<file path="src/rtl/rpc_pkg.sv">
// Shared types, widths and the arctangent table of the point rotation pipeline.
`timescale 1ns / 1ps

package rpc_pkg;

   // Default number of CORDIC iterations (one pipeline stage each), 12 to 32.
   localparam int CORDIC_STAGES_DEF = 24;

   // Coordinate and angle widths of the stream fields.
   localparam int COORD_W = 32;
   localparam int ANGLE_W = 32;

   // Offset point minus center, kept exact.
   localparam int D_W = COORD_W + 1;

   // CORDIC vector in Q2.30 with headroom, and residual angle.
   localparam int XY_W = 33;
   localparam int Z_W = 33;
   localparam int ATAN_W = 30;

   // Sine and cosine after rounding to 29 fraction bits.
   localparam int TRIG_W = XY_W - 1;

   // Product, sum, rounding shift and final sum widths.
   localparam int PROD_W = D_W + TRIG_W;
   localparam int SUM_W = PROD_W + 1;
   localparam int RND_SHIFT = 29;
   localparam int SHR_W = SUM_W - RND_SHIFT;
   localparam int FIN_W = SHR_W + 1;

   // Stream payload widths.
   localparam int REQ_DATA_W = 4 * COORD_W + ANGLE_W;
   localparam int RSP_DATA_W = 2 * COORD_W;

   // CORDIC limit gain 0.607252935 in Q2.30.
   localparam logic signed [XY_W-1:0] GAIN_Q30 = XY_W'(32'h26DD3B6A);

   // Quadrant codes of the coarse angle reduction.
   localparam logic [1:0] QUAD_0 = 2'd0;
   localparam logic [1:0] QUAD_1 = 2'd1;
   localparam logic [1:0] QUAD_2 = 2'd2;
   localparam logic [1:0] QUAD_3 = 2'd3;

   // atan(2^-k) in binary angle units, 2^32 is one full turn.
   localparam logic [ATAN_W-1:0] ATAN_TURN [32] = '{
      30'h20000000, 30'h12E4051E, 30'h09FB385B, 30'h051111D4, 30'h028B0D43,
      30'h0145D7E1, 30'h00A2F61E, 30'h00517C55, 30'h0028BE53, 30'h00145F2F,
      30'h000A2F98, 30'h000517CC, 30'h00028BE6, 30'h000145F3, 30'h0000A2FA,
      30'h0000517D, 30'h000028BE, 30'h0000145F, 30'h00000A30, 30'h00000518,
      30'h0000028C, 30'h00000146, 30'h000000A3, 30'h00000051, 30'h00000029,
      30'h00000014, 30'h0000000A, 30'h00000005, 30'h00000003, 30'h00000001,
      30'h00000001, 30'h00000000
   };

   // Vector and residual angle of one CORDIC stage.
   typedef struct packed {
      logic signed [XY_W-1:0] x;
      logic signed [XY_W-1:0] y;
      logic signed [Z_W-1:0]  z;
      logic [1:0]             quad;
   } rpc_cordic_type;

   // Values that ride along with the angle through the CORDIC.
   typedef struct packed {
      logic signed [COORD_W-1:0] center_x;
      logic signed [COORD_W-1:0] center_y;
      logic signed [D_W-1:0]     dx;
      logic signed [D_W-1:0]     dy;
   } rpc_ctx_type;

   // One finished result.
   typedef struct packed {
      logic signed [COORD_W-1:0] rotated_x;
      logic signed [COORD_W-1:0] rotated_y;
      logic                      clipped;
   } rpc_result_type;

endpackage

</file>
<file path="src/rtl/rpc_cordic_stage.sv">
// One registered CORDIC rotation iteration with a fixed shift.
`timescale 1ns / 1ps

module rpc_cordic_stage
   import rpc_pkg::*;
#(
   parameter int STAGE_IDX = 0
) (
   input  logic           clock,
   input  logic           reset,
   input  logic           en,
   input  logic           valid_in,
   input  rpc_cordic_type cord_in,
   input  rpc_ctx_type    ctx_in,
   output logic           valid_out,
   output rpc_cordic_type cord_out,
   output rpc_ctx_type    ctx_out
);

   logic                  valid_ff;
   rpc_cordic_type        cord_ff;
   rpc_cordic_type        cord_in_c;
   rpc_ctx_type           ctx_ff;
   logic signed [XY_W-1:0] x_sh;
   logic signed [XY_W-1:0] y_sh;
   logic signed [Z_W-1:0]  atan_z;

   // Arithmetic shifts of this iteration and its angle step.
   assign x_sh   = $signed(cord_in.x) >>> STAGE_IDX;
   assign y_sh   = $signed(cord_in.y) >>> STAGE_IDX;
   assign atan_z = Z_W'(ATAN_TURN[STAGE_IDX]);

   // Turn toward zero residual angle.
   always_comb begin
      cord_in_c      = cord_in;
      if (!cord_in.z[Z_W-1]) begin
         cord_in_c.x = cord_in.x - y_sh;
         cord_in_c.y = cord_in.y + x_sh;
         cord_in_c.z = cord_in.z - atan_z;
      end else begin
         cord_in_c.x = cord_in.x + y_sh;
         cord_in_c.y = cord_in.y - x_sh;
         cord_in_c.z = cord_in.z + atan_z;
      end
   end

   // Valid bit follows the stage enable.
   always_ff @(posedge clock) begin
      if (reset) begin
         valid_ff <= 1'b0;
      end else if (en) begin
         valid_ff <= valid_in;
      end
   end

   // Payload registers.
   always_ff @(posedge clock) begin
      if (en) begin
         cord_ff <= cord_in_c;
         ctx_ff  <= ctx_in;
      end
   end

   assign valid_out = valid_ff;
   assign cord_out  = cord_ff;
   assign ctx_out   = ctx_ff;

endmodule

</file>
<file path="config.mk">
export PLATFORM = sky130hd
export DESIGN_NAME = rpc_cordic_stage
export DESIGN_NICKNAME = d
export VERILOG_FILES = /design/src/rtl/rpc_pkg.sv /design/src/rtl/rpc_cordic_stage.sv
export SDC_FILE = /design/constraint.sdc
export NUM_CORES = 1
export LEC_CHECK = 0
export ABC_CLOCK_PERIOD_IN_PS = 3300
export BUFFER_PORTS_ARGS = -buffer_cell sky130_fd_sc_hd__buf_2
export CORE_AREA = 2 2 182 184
export DETAILED_ROUTE_END_ITERATION = 7
export DIE_AREA = 0 0 184 186
export PLACE_DENSITY = 0.66
export SYNTH_ARGS = -nofsm -noshare
export SYNTH_HDL_FRONTEND = slang
export SYNTH_SLANG_ARGS = --single-unit
</file>
<file path="constraint.sdc">
create_clock -name clock -period 3.3 [get_ports clock]
set_clock_uncertainty 0.05 [all_clocks]
set_input_delay 0 -clock clock [delete_from_list [all_inputs] [get_ports clock]]
set_output_delay 0 -clock clock [all_outputs]
set_load 0.005 [all_outputs]
</file>
# After elaboration in Yosys (flattened, before gate mapping)
# Cells that the tools add are included.
# W data, S select, Z words.
dict set report totals {
  wordCells 15
  latchBits 0
  reg_bits 232
  input_bits 235
  rom_bits 0
  n_memories 0
  mem_bits_rw 0
}
dict set report classes {
  muxes 1
  add_sub_neg 5
  eq_ne 0
  bitwise 0
  div_mod_pow 0
  n_reduce_logical 0
  order_cmp 0
  mul 0
  shift 0
}
# op count
set ops {}
lappend ops {{$mux W99} 1}
lappend ops {{$sub A33 B33 Y33} 2}
lappend ops {{$add A33 B31 Y33 const B} 1}
lappend ops {{$add A33 B33 Y33} 1}
lappend ops {{$sub A33 B31 Y33 const B} 1}

# Depth between registers and ports, before layout
dict set report depth {
  depth_word 2
  depth_mapped 13
  ltp_nobuf 13
}

# Worst setup path after synthesis
# Ideal clock, no wire load.
dict set report synth_timing {
  kind {input to register}
  startpoint {input cord_in[39] in the netlist's numbering}
  endpoint {register cord_ff (netlist bit cord_out[98]) (data pin)}
  path_buffers 1
  cell_stages 13
  path_slack_ps 755
  t_arrival_ps 2226
  setup_time_ps 270
  path_cell_list {inv_1 ha_1 buf_4 and2_1 a221oi_2 a21oi_1 nor3_1 nor4_1 nor4_2 o221ai_1 nand2b_1 a32oi_1 xor2_1}
}
# item line
set synth_lines {}
lappend synth_lines {{from (decl)} rpc_cordic_stage.sv:13} ;# input rpc_cordic_type cord_in,
lappend synth_lines {{to (signal assigned)} rpc_cordic_stage.sv:59} ;# cord_ff <= cord_in_c;
lappend synth_lines {{to (decl)} rpc_cordic_stage.sv:21} ;# rpc_cordic_type cord_ff;

==> metrics.cfg <==
[timing]
worst_pin_slew_ps=895
setup-violations-final=0
grt_setup_unrepaired=no
clock.fmax_mhz=320
finalMaxSlewViolations=0
slew_headroom_pct=40.3
finalCritPeriodShare_pct=94.8
finalHoldViolCount=0
tns_ps=0
timing.hold.ws_ps=27.3
min_period_ps=3130

[layout]
drive_above_1_share_pct=32.2
stdcell_count=2190
nNetsFinal=2102
final_core_util_pct=56.4
synthToLayoutAreaGrowth_pct=44.6

[power_and_ir_drop]
peakVddDrop_v=0.000347
powerDensity_nw_per_um2=469
leakage_uw=0.00808
design_power_total_uw=8530

[yosys]
yosysMostFrequentCell=edfxtp_1
yosys.area.top_type=edfxtp_1
synth-simple-area-share_pct=8.54
muxShareOfSynthArea_pct=0.876
synth_common_cells=edfxtp_1 (230), a21oi_1 (115), inv_1 (101)
synthFlopType=edfxtp_1
syn_inst=1094
synth-edff-count=230
yosys-top-cells-area=edfxtp_1 (55%), ha_1 (9.8%), a21oi_1 (4.6%)
ys_ff_latch=231
synth_xor_area_share_pct=4.46
synthArstFlopShare_pct=0
synth_nets=1431
yosysUniqueCellTypes=80
ys_seq_area_share_pct=55.1
synth_top_family_by_area=compound AO/OA/AOI/OAI gates
netlist_area_um2=12600
synth_compound_area_share_pct=15.9
synth_adder_area_share_pct=10.4
syn_area_per_cell_um2=11.5
synth_top_area_share_pct=54.9
ys_warn_count=0

[floorplanning]
core_area_um2=32200
chipHeight_um=186
fp.dieArea_um2=34200
initial_core_util_pct=39.0
io_pins=467
num_rows=66
fp.dieW_um=184

[clock_network]
cts_tree=yes
cts_setup_buffers=0
numCtsBuffers=25
cts.sinks=231
clock_path_buffers=3
clk_pin_slew_worst_paths_ps=60
clock_latency_ps=500
htreeDepth=1
cts_root_buf=clkbuf_16

[status]
outcome=complete, no violations

[setup_path]
arrival_ps=3340
slowest_stage=dlygate4sd3_1
crit_required_ps=3510
critPathKind=in2reg
path_cells=dlygate4sd3_1 > buf_2 > ha_1 > nor2b_1 > o311ai_1 > a21oi_1 > o211ai_1 > and2_1 > o41ai_1 > buf_4 > o211ai_1 > or3_1 > nand3_1 > xnor2_1
cp_common_cell=o211ai_1
cp-start-kind=primary input
cpPeakStageDelay_ps=550
crit_path_end_kind=flip-flop
crit_fanout=5

[drt]
drc=0
avgViaCountPerCell=5.26
wirelength_um=47000
vias=11530
drt_pass1_iterations=5
route.detailed.wl_per_inst_um=21.5
drt_iter0_drc=997
drtAntennaViolNets=0

[global_routing]
grt_pass1_wl_um=68100
grt_max_degree=102
gr-usage-all-layers_pct=26.3
grt_pass1_vias=11330
antenna_found_initial=5
overflow=0

[placed_design]
dp_hpwl_um=35000
gp_congestion=0.951
io_buffers=466
dp_cells=1973

[job]
maxCapViolations=0

[hold_path]
hold_path.class=in2reg

## worst paths after layout
| check | from | endpoint | slack [ps] | depth (start not counted) |
|---|---|---|---|---|
| worst min-delay path | cord_in[74] | cord_out[41] | 30 | 3 |
| worst max-delay path | cord_in[69] | cord_out[66] | 170 | 14 |
| worst min register to register | valid_out | valid_out | 1020 | 3 |
| worst max register to register | valid_out | valid_out | 2110 | 3 |
## what timing repair did
action	CTS	global route
hold buffers	173	0
setup endpoints to repair	0	3
gates resized for setup	0	5
endpoints found under the hold margin	220	0
## final cells by class
class	instances	area, um^2
multi-input combinational	714	5080
sequential	231	6930
timing repair buffer	688	4480
tap	408	510
fill	2684	14000
antenna	3	7.51
inverter	105	399
clock buffer	30	644
clock inverter	11	134
## routing by layer
| layer | global-route usage (%) | share of wire (%) | wire length [um] | up-vias |
|---|---|---|---|---|
| li1 | - | - | - | 5303 |
| met1 | 35.0 | 41 | 19100 | 5468 |
| met2 | 41.3 | 46 | 21500 | 637 |
| met3 | 4.64 | 8.2 | 3870 | 118 |
| met4 | 13.4 | 5.3 | 2490 | 4 |
| met5 | 0 | 0.057 | 27 | - |
## per-stage QoR
stage	setup WS (ps)	area, um^2
2_1_floorplan	755	12600
3_3_place_gp	37.0	15600
3_5_place_dp	69.7	15600
4_1_cts	227	18100
5_1_grt	25.0	18200
6_report	170	18200
## where the power goes
part           leakage, uW  switching, uW  internal [uW]
registers          0.00226           94.5           3610
logic              0.00544           1180            917
clock network     0.000381           1110           1610
## cells by family after synthesis
family                   Yosys count
adder cells (fa/ha/maj)          102
flip-flops                       231
multiplexers                      11
AND/OR/NAND/NOR                  229
XOR/XNOR                          64
buffers and inverters            149
AO/OA/AOI/OAI                    308
## flip-flops by register name (all words and copies together), names as in the netlist
name,flops
cord_out,100
ctx_out,130
valid_out,1
## worst max-delay path: cells and delay by family
| family | cells | cell delay [ps] |
|---|---|---|
| AO/OA/AOI/OAI | 5 | 1210 |
| AND/OR/NAND/NOR | 4 | 800 |
| buffers and inverters | 3 | 940 |
| XOR/XNOR | 1 | 70 |
| adder cells (fa/ha/maj) | 1 | 310 |
## layout by cell type (no fill, tap or decap), drive strengths merged, types with 12 or more instances in the layout
master	n
a21o	20
a21oi	115
a31oi	12
buf	515
clkbuf	30
dlygate4sd3	173
edfxtp	230
ha	98
inv	103
nand2	47
nand3	17
nor2	91
nor3	14
o21ai	56
o21bai	17
o31ai	14
xnor2	58
(Power assumes the default switching activity.)
