`config.mk`:
```
export PLATFORM = sky130hd
export DESIGN_NAME = rpc_skid
export DESIGN_NICKNAME = d
export VERILOG_FILES = /design/src/rtl/rpc_pkg.sv /design/src/rtl/rpc_skid.sv
export SDC_FILE = /design/constraint.sdc
export NUM_CORES = 1
export LEC_CHECK = 0
export ABC_AREA = 1
export BUFFER_PORTS_ARGS = -buffer_cell sky130_fd_sc_hd__buf_4
export CAP_MARGIN = 20
export CELL_PAD_IN_SITES_DETAIL_PLACEMENT = 1
export CELL_PAD_IN_SITES_GLOBAL_PLACEMENT = 1
export CORE_ASPECT_RATIO = 1.25
export CORE_UTILIZATION = 34
export CTS_BUF_LIST = sky130_fd_sc_hd__clkbuf_8 sky130_fd_sc_hd__clkbuf_16
export CTS_CLUSTER_DIAMETER = 40
export DETAILED_ROUTE_END_ITERATION = 10
export GPL_TIMING_DRIVEN = 0
export PLACE_DENSITY_LB_ADDON = 0.1
export SYNTH_ARGS = -nofsm -noshare
export SYNTH_HDL_FRONTEND = slang
export SYNTH_SLANG_ARGS = --single-unit
```
`constraint.sdc`:
```
create_clock -name clock -period 10.1 [get_ports clock]
set_clock_uncertainty 0.2 [all_clocks]
set_input_delay 1.515 -clock clock [delete_from_list [all_inputs] [get_ports clock]]
set_output_delay 1.515 -clock clock [all_outputs]
set_load 0.05 [all_outputs]
```
`src/rtl/rpc_pkg.sv`:
```
// Shared types, widths and the arctangent table of the point rotation pipeline.
`timescale 1ns / 1ps

package rpc_pkg;

   // Default number of CORDIC iterations (one pipeline stage each), 12 to 32.
   localparam int CORDIC_STAGES_DEF = 24;

   // Coordinate and angle widths of the stream fields.
   localparam int COORD_W = 32;
   localparam int ANGLE_W = 32;

   // Offset point minus center, kept exact.
   localparam int D_W = COORD_W + 1;

   // CORDIC vector in Q2.30 with headroom, and residual angle.
   localparam int XY_W = 33;
   localparam int Z_W = 33;
   localparam int ATAN_W = 30;

   // Sine and cosine after rounding to 29 fraction bits.
   localparam int TRIG_W = XY_W - 1;

   // Product, sum, rounding shift and final sum widths.
   localparam int PROD_W = D_W + TRIG_W;
   localparam int SUM_W = PROD_W + 1;
   localparam int RND_SHIFT = 29;
   localparam int SHR_W = SUM_W - RND_SHIFT;
   localparam int FIN_W = SHR_W + 1;

   // Stream payload widths.
   localparam int REQ_DATA_W = 4 * COORD_W + ANGLE_W;
   localparam int RSP_DATA_W = 2 * COORD_W;

   // CORDIC limit gain 0.607252935 in Q2.30.
   localparam logic signed [XY_W-1:0] GAIN_Q30 = XY_W'(32'h26DD3B6A);

   // Quadrant codes of the coarse angle reduction.
   localparam logic [1:0] QUAD_0 = 2'd0;
   localparam logic [1:0] QUAD_1 = 2'd1;
   localparam logic [1:0] QUAD_2 = 2'd2;
   localparam logic [1:0] QUAD_3 = 2'd3;

   // atan(2^-k) in binary angle units, 2^32 is one full turn.
   localparam logic [ATAN_W-1:0] ATAN_TURN [32] = '{
      30'h20000000, 30'h12E4051E, 30'h09FB385B, 30'h051111D4, 30'h028B0D43,
      30'h0145D7E1, 30'h00A2F61E, 30'h00517C55, 30'h0028BE53, 30'h00145F2F,
      30'h000A2F98, 30'h000517CC, 30'h00028BE6, 30'h000145F3, 30'h0000A2FA,
      30'h0000517D, 30'h000028BE, 30'h0000145F, 30'h00000A30, 30'h00000518,
      30'h0000028C, 30'h00000146, 30'h000000A3, 30'h00000051, 30'h00000029,
      30'h00000014, 30'h0000000A, 30'h00000005, 30'h00000003, 30'h00000001,
      30'h00000001, 30'h00000000
   };

   // Vector and residual angle of one CORDIC stage.
   typedef struct packed {
      logic signed [XY_W-1:0] x;
      logic signed [XY_W-1:0] y;
      logic signed [Z_W-1:0]  z;
      logic [1:0]             quad;
   } rpc_cordic_type;

   // Values that ride along with the angle through the CORDIC.
   typedef struct packed {
      logic signed [COORD_W-1:0] center_x;
      logic signed [COORD_W-1:0] center_y;
      logic signed [D_W-1:0]     dx;
      logic signed [D_W-1:0]     dy;
   } rpc_ctx_type;

   // One finished result.
   typedef struct packed {
      logic signed [COORD_W-1:0] rotated_x;
      logic signed [COORD_W-1:0] rotated_y;
      logic                      clipped;
   } rpc_result_type;

endpackage

```
`src/rtl/rpc_skid.sv`:
```
// Output register with one skid entry; it decouples the pipeline from the result stall.
`timescale 1ns / 1ps

module rpc_skid
   import rpc_pkg::*;
(
   input  logic           clock,
   input  logic           reset,
   input  logic           valid_in,
   input  rpc_result_type result_in,
   output logic           pipe_en,
   output logic           out_valid,
   input  logic           out_ready,
   output rpc_result_type result_out
);

   logic           out_valid_ff;
   logic           out_valid_in;
   logic           skid_valid_ff;
   logic           skid_valid_in;
   rpc_result_type out_ff;
   rpc_result_type out_in;
   rpc_result_type skid_ff;
   rpc_result_type skid_in;
   logic           out_free;

   // The pipeline moves only while the skid entry is empty.
   assign pipe_en  = !skid_valid_ff;
   assign out_free = !out_valid_ff || out_ready;

   // Route the finished beat into the output or the skid entry.
   always_comb begin
      out_valid_in  = out_valid_ff;
      skid_valid_in = skid_valid_ff;
      out_in        = out_ff;
      skid_in       = skid_ff;
      if (skid_valid_ff) begin
         if (out_ready) begin
            out_in        = skid_ff;
            out_valid_in  = 1'b1;
            skid_valid_in = 1'b0;
         end
      end else if (out_free) begin
         out_in       = result_in;
         out_valid_in = valid_in;
      end else if (valid_in) begin
         skid_in       = result_in;
         skid_valid_in = 1'b1;
      end
   end

   always_ff @(posedge clock) begin
      if (reset) begin
         out_valid_ff  <= 1'b0;
         skid_valid_ff <= 1'b0;
      end else begin
         out_valid_ff  <= out_valid_in;
         skid_valid_ff <= skid_valid_in;
      end
   end

   always_ff @(posedge clock) begin
      out_ff  <= out_in;
      skid_ff <= skid_in;
   end

   assign out_valid  = out_valid_ff;
   assign result_out = out_ff;

endmodule

```
# Word level (Yosys, flattened, before mapping)
# Cells that the tools add are included.
# word_totals
output_inout_bits	67
ff_bits	132
elab_cells	27
inputBits	69
# op_classes
n_eq_ne	1
reduce_logical	6
bitwise	2
n_mux	10
# ops
operator	count
$mux W65	3
$mux W1	7
$reduce_and A3 Y1	1
$logic_not A1 Y1	2
$ne A2 B2 Y1 const B	1
$not A1 Y1	2
$reduce_and A2 Y1	1
$reduce_bool A2 Y1	1
$logic_or A1 B1 Y1	1

# Depth between registers and ports, before layout
# logic_depth
ltp_word	4
ltp_mapped	7

# Least setup slack after synthesis
# OpenSTA, ideal clock, no wires.
# synth_timing
path_kind	flip-flop to flip-flop
from	register out_valid_ff (netlist: out_valid)
to	register out_ff (netlist bit result_out[0]), enable pin
t_required_ns	9.322
t_arrival_ns	5.151
n_path_buf	0
synth_period_minus_slack_ns	5.929
setup_slack_ns	4.171
stages_incl_launch_ff	2
path_cell_list	dfxtp_1 o21ai_0
# synth_between
elab_chain_len	4
# synth_rtl
item	line	text
from (decl)	rpc_skid.sv:17	logic out_valid_ff;
from (signal assigned)	rpc_skid.sv:57	out_valid_ff <= out_valid_in;
$logic_not A1 Y1	rpc_skid.sv:29	assign out_free = !out_valid_ff || out_ready;
$logic_or A1 B1 Y1	rpc_skid.sv:29	
$reduce_bool A2 Y1 (no line)	n/a	
$reduce_and A2 Y1 (no line)	n/a	
to (signal assigned)	rpc_skid.sv:63	out_ff <= out_in;
to (decl)	rpc_skid.sv:21	rpc_result_type out_ff;
# No other way between the ends.
# A chain may end at the register's enable or synchronous reset.

# Worst setup path after layout
# layout_timing
from	register skid_valid_ff
to	output pipe_en
# layout_between
elab_chain_len	1
# layout_rtl
item	line	text
from (decl)	rpc_skid.sv:19	logic skid_valid_ff;
from (signal assigned)	rpc_skid.sv:58	skid_valid_ff <= skid_valid_in;
$logic_not A1 Y1	rpc_skid.sv:28	assign pipe_en = !skid_valid_ff;
to (decl)	rpc_skid.sv:11	output logic pipe_en,
# No other way between the ends.

==> results.json <==
{
  "hp-class": "register to register",
  "antenna_left": 0,
  "h-tree-depth": 4,
  "status": "completed",
  "multi_input_area_um2": 788,
  "path_class": "register to primary output",
  "path_cells": "buf_6 > inv_2 > buf_2 > buf_4",
  "grt_antenna_before_repair": 0,
  "post-dp-hpwl_um": 7460,
  "clockRootBuffer": "clkbuf_16",
  "clock_latency_ns": 0.41,
  "p_sw_uw": 345,
  "cts_resized": 0,
  "final_common_cell": "nand2_1",
  "crit_fanout": 10,
  "vdd_drop_max_uv": 115,
  "vias_per_cell": 4.47,
  "path_depth": 4,
  "pre_cts_ws_ns": 6.94,
  "pin_count": 136,
  "path_delay_family": "buffers and inverters",
  "gp_congestion": 0.709,
  "cts_buffers": 17,
  "drv_slew": 0,
  "setup-tns-final_ns": 0,
  "vias": 3144,
  "tightest_slew_ns": 0.877,
  "synth_area_um2": 4860,
  "r2r-end": "skid_ff[15]",
  "track_usage_pct": 16.1,
  "core_area_um2": 13900,
  "dieArea_um2": 14800,
  "drtIter0Drc": 96,
  "crit_path_start": "skid_valid_ff",
  "syn_inst": 360,
  "grt_max_degree": 66,
  "crit_required_ns": 8.39,
  "io_buffers": 135,
  "clk_pin_slew_worst_paths_ns": 0.05,
  "syn-num-nets": 429,
  "ys_seq_elements": 132,
  "r2r-start": "skid_valid_ff",
  "cts_tree": "yes",
  "timing.final.crit_share_pct": 30.9,
  "routed_wl_um": 11000,
  "power.internal_uw": 1020,
  "gr-total-overflow": 0,
  "maxCapViolCount": 0,
  "drive_gt1_share_pct": 33.3,
  "drcViolationCount": 0,
  "synth-warning-count": 0,
  "diodes": 0,
  "cpPeakStageDelay_ns": 0.30,
  "cts_setup_buffers": 0,
  "crit_path_top_delay_cell": "dfxtp_1",
  "slew_headroom_pct": 41.5,
  "seqPwrFrac_pct": 47.3,
  "path_buf_inv": 4,
  "fin_nets": 586,
  "swShare_pct": 25.2,
  "period_needed_ns": 3.12,
  "r2r_cells": 5,
  "hold_viol": 0,
  "cp-start-kind": "register",
  "placed_cell_area_um2": 6180,
  "layout.cells.most_common_list": "nand2_1, buf_4, edfxtp_1",
  "initial_core_util_pct": 35.0,
  "power.share.combinational_pct": 13.9,
  "clkSinkCount": 132,
  "rsz0062_at_grt": "no",
  "p_leak_uw": 0.00291,
  "synth.distinct_cells": 13,
  "grt_pass1_vias": 3376,
  "power_frac_clock_pct": 38.8,
  "r2r_slack_ns": 8.06,
  "nFillCells": 1479,
  "power_uw": 1370,
  "cp.arrival_ns": 1.40,
  "syn2layout_area_growth_pct": 37.6,
  "finalSetupViolCount": 0,
  "ctsHoldBuffers": 0,
  "fp.dieW_um": 109,
  "critPathCaptureType": "primary output",
  "grt_pass1_wl_um": 17100,
  "syn_area_per_cell_um2": 13.5,
  "yosysSeqAreaShare_pct": 81.1,
  "chipHeight_um": 136,
  "wl_per_cell_um": 15.7,
  "cts_buffer_depth": 2,
  "regArea_um2": 3940,
  "clock.fmax_mhz": 321,
  "rows": 48,
  "stdcell_area_um2": 6690,
  "drt_pass1_iterations": 4,
  "worst_slack_ns": 6.98,
  "crit_end": "pipe_en",
  "power_density_nw_per_um2": 205
}
routing by layer:
metal | routed length [µm] | up-vias | share of wire [%] | track usage (%)
li1 | - | 1523 | - | -
met3 | 682 | 17 | 6.2 | 5.39
met1 | 4450 | 1516 | 40 | 18.1
met4 | 227 | 0 | 2.1 | 8.56
met5 | 0 | - | 0 | 0
met2 | 5670 | 88 | 51 | 26.7
through the flow:
stage / hold slack [ns] / utilization, % / cells
after CTS: 0.321 / 48.2 / 704
after global placement: 0.302 / 43.9 / 670
after detailed placement: 0.305 / 44.6 / 673
after floorplan: 0.290 / - / 360
after global routing: 0.339 / 48.2 / 704
final: 0.318 / 48.2 / 704
worst min-delay path, delay by kind of cell, from the launching register on:
kind / cells / cell delay (ns)
DFF: 1 / 0.32
and+or+nand+nor: 2 / 0.10
area by class of cell:
cell class / instances / share of cell area [%]
timing repair buffer: 138 / 16.3
clock buffer: 17 / 6.36
tap: 175 / 3.27
clock inverter: 14 / 1.23
buffer: 15 / 1.70
sequential: 132 / 58.9
multi-input combinational: 206 / 11.8
inverter: 7 / 0.430
registers in the layout, summed over array words and instances, names as in the netlist:
register,cells
out_valid,1
result_out,65
skid_ff,65
skid_valid_ff,1
power by group through the flow:
stage,combinational [µW],clock (µW),sequential (µW)
2_1_floorplan,27.0,0,748
3_3_place_gp,184,0,663
3_5_place_dp,192,0,659
4_1_cts,192,549,649
5_1_grt,201,565,651
6_report,190,531,648
how the worst min path moves through the flow:
stage                     start        endpoint  slack (ns)  cells past startpoint
floorplan           skid_ff[58]  result_out[58]        0.29                      2
global placement    skid_ff[26]  result_out[26]        0.30                      2
detailed placement   skid_ff[8]   result_out[8]        0.30                      2
CTS                  skid_ff[8]   result_out[8]        0.32                      2
global route         skid_ff[2]   result_out[2]        0.34                      2
finish              skid_ff[63]  result_out[63]        0.32                      2
synth_stat cells (all sizes together):
library cell	count	area [µm²]
clkbuf	1	3.75
edfxtp	130	3900
nand3	1	5.00
nand2	201	754
inv	7	26.3
buf	14	110
nor2	2	7.51
a21oi	1	5.00
dfxtp	2	40.0
o21ai	1	5.00
kinds of logic (layout without fill, tap and decap cells):
logic type      after synthesis  count (layout)  synth area share, %
simple gates                204             204                 15.8
flops                       132             132                 81.1
buf+inv                      22             191                 2.88
compound gates                2               2                0.206
(Power assumes the default switching activity.)
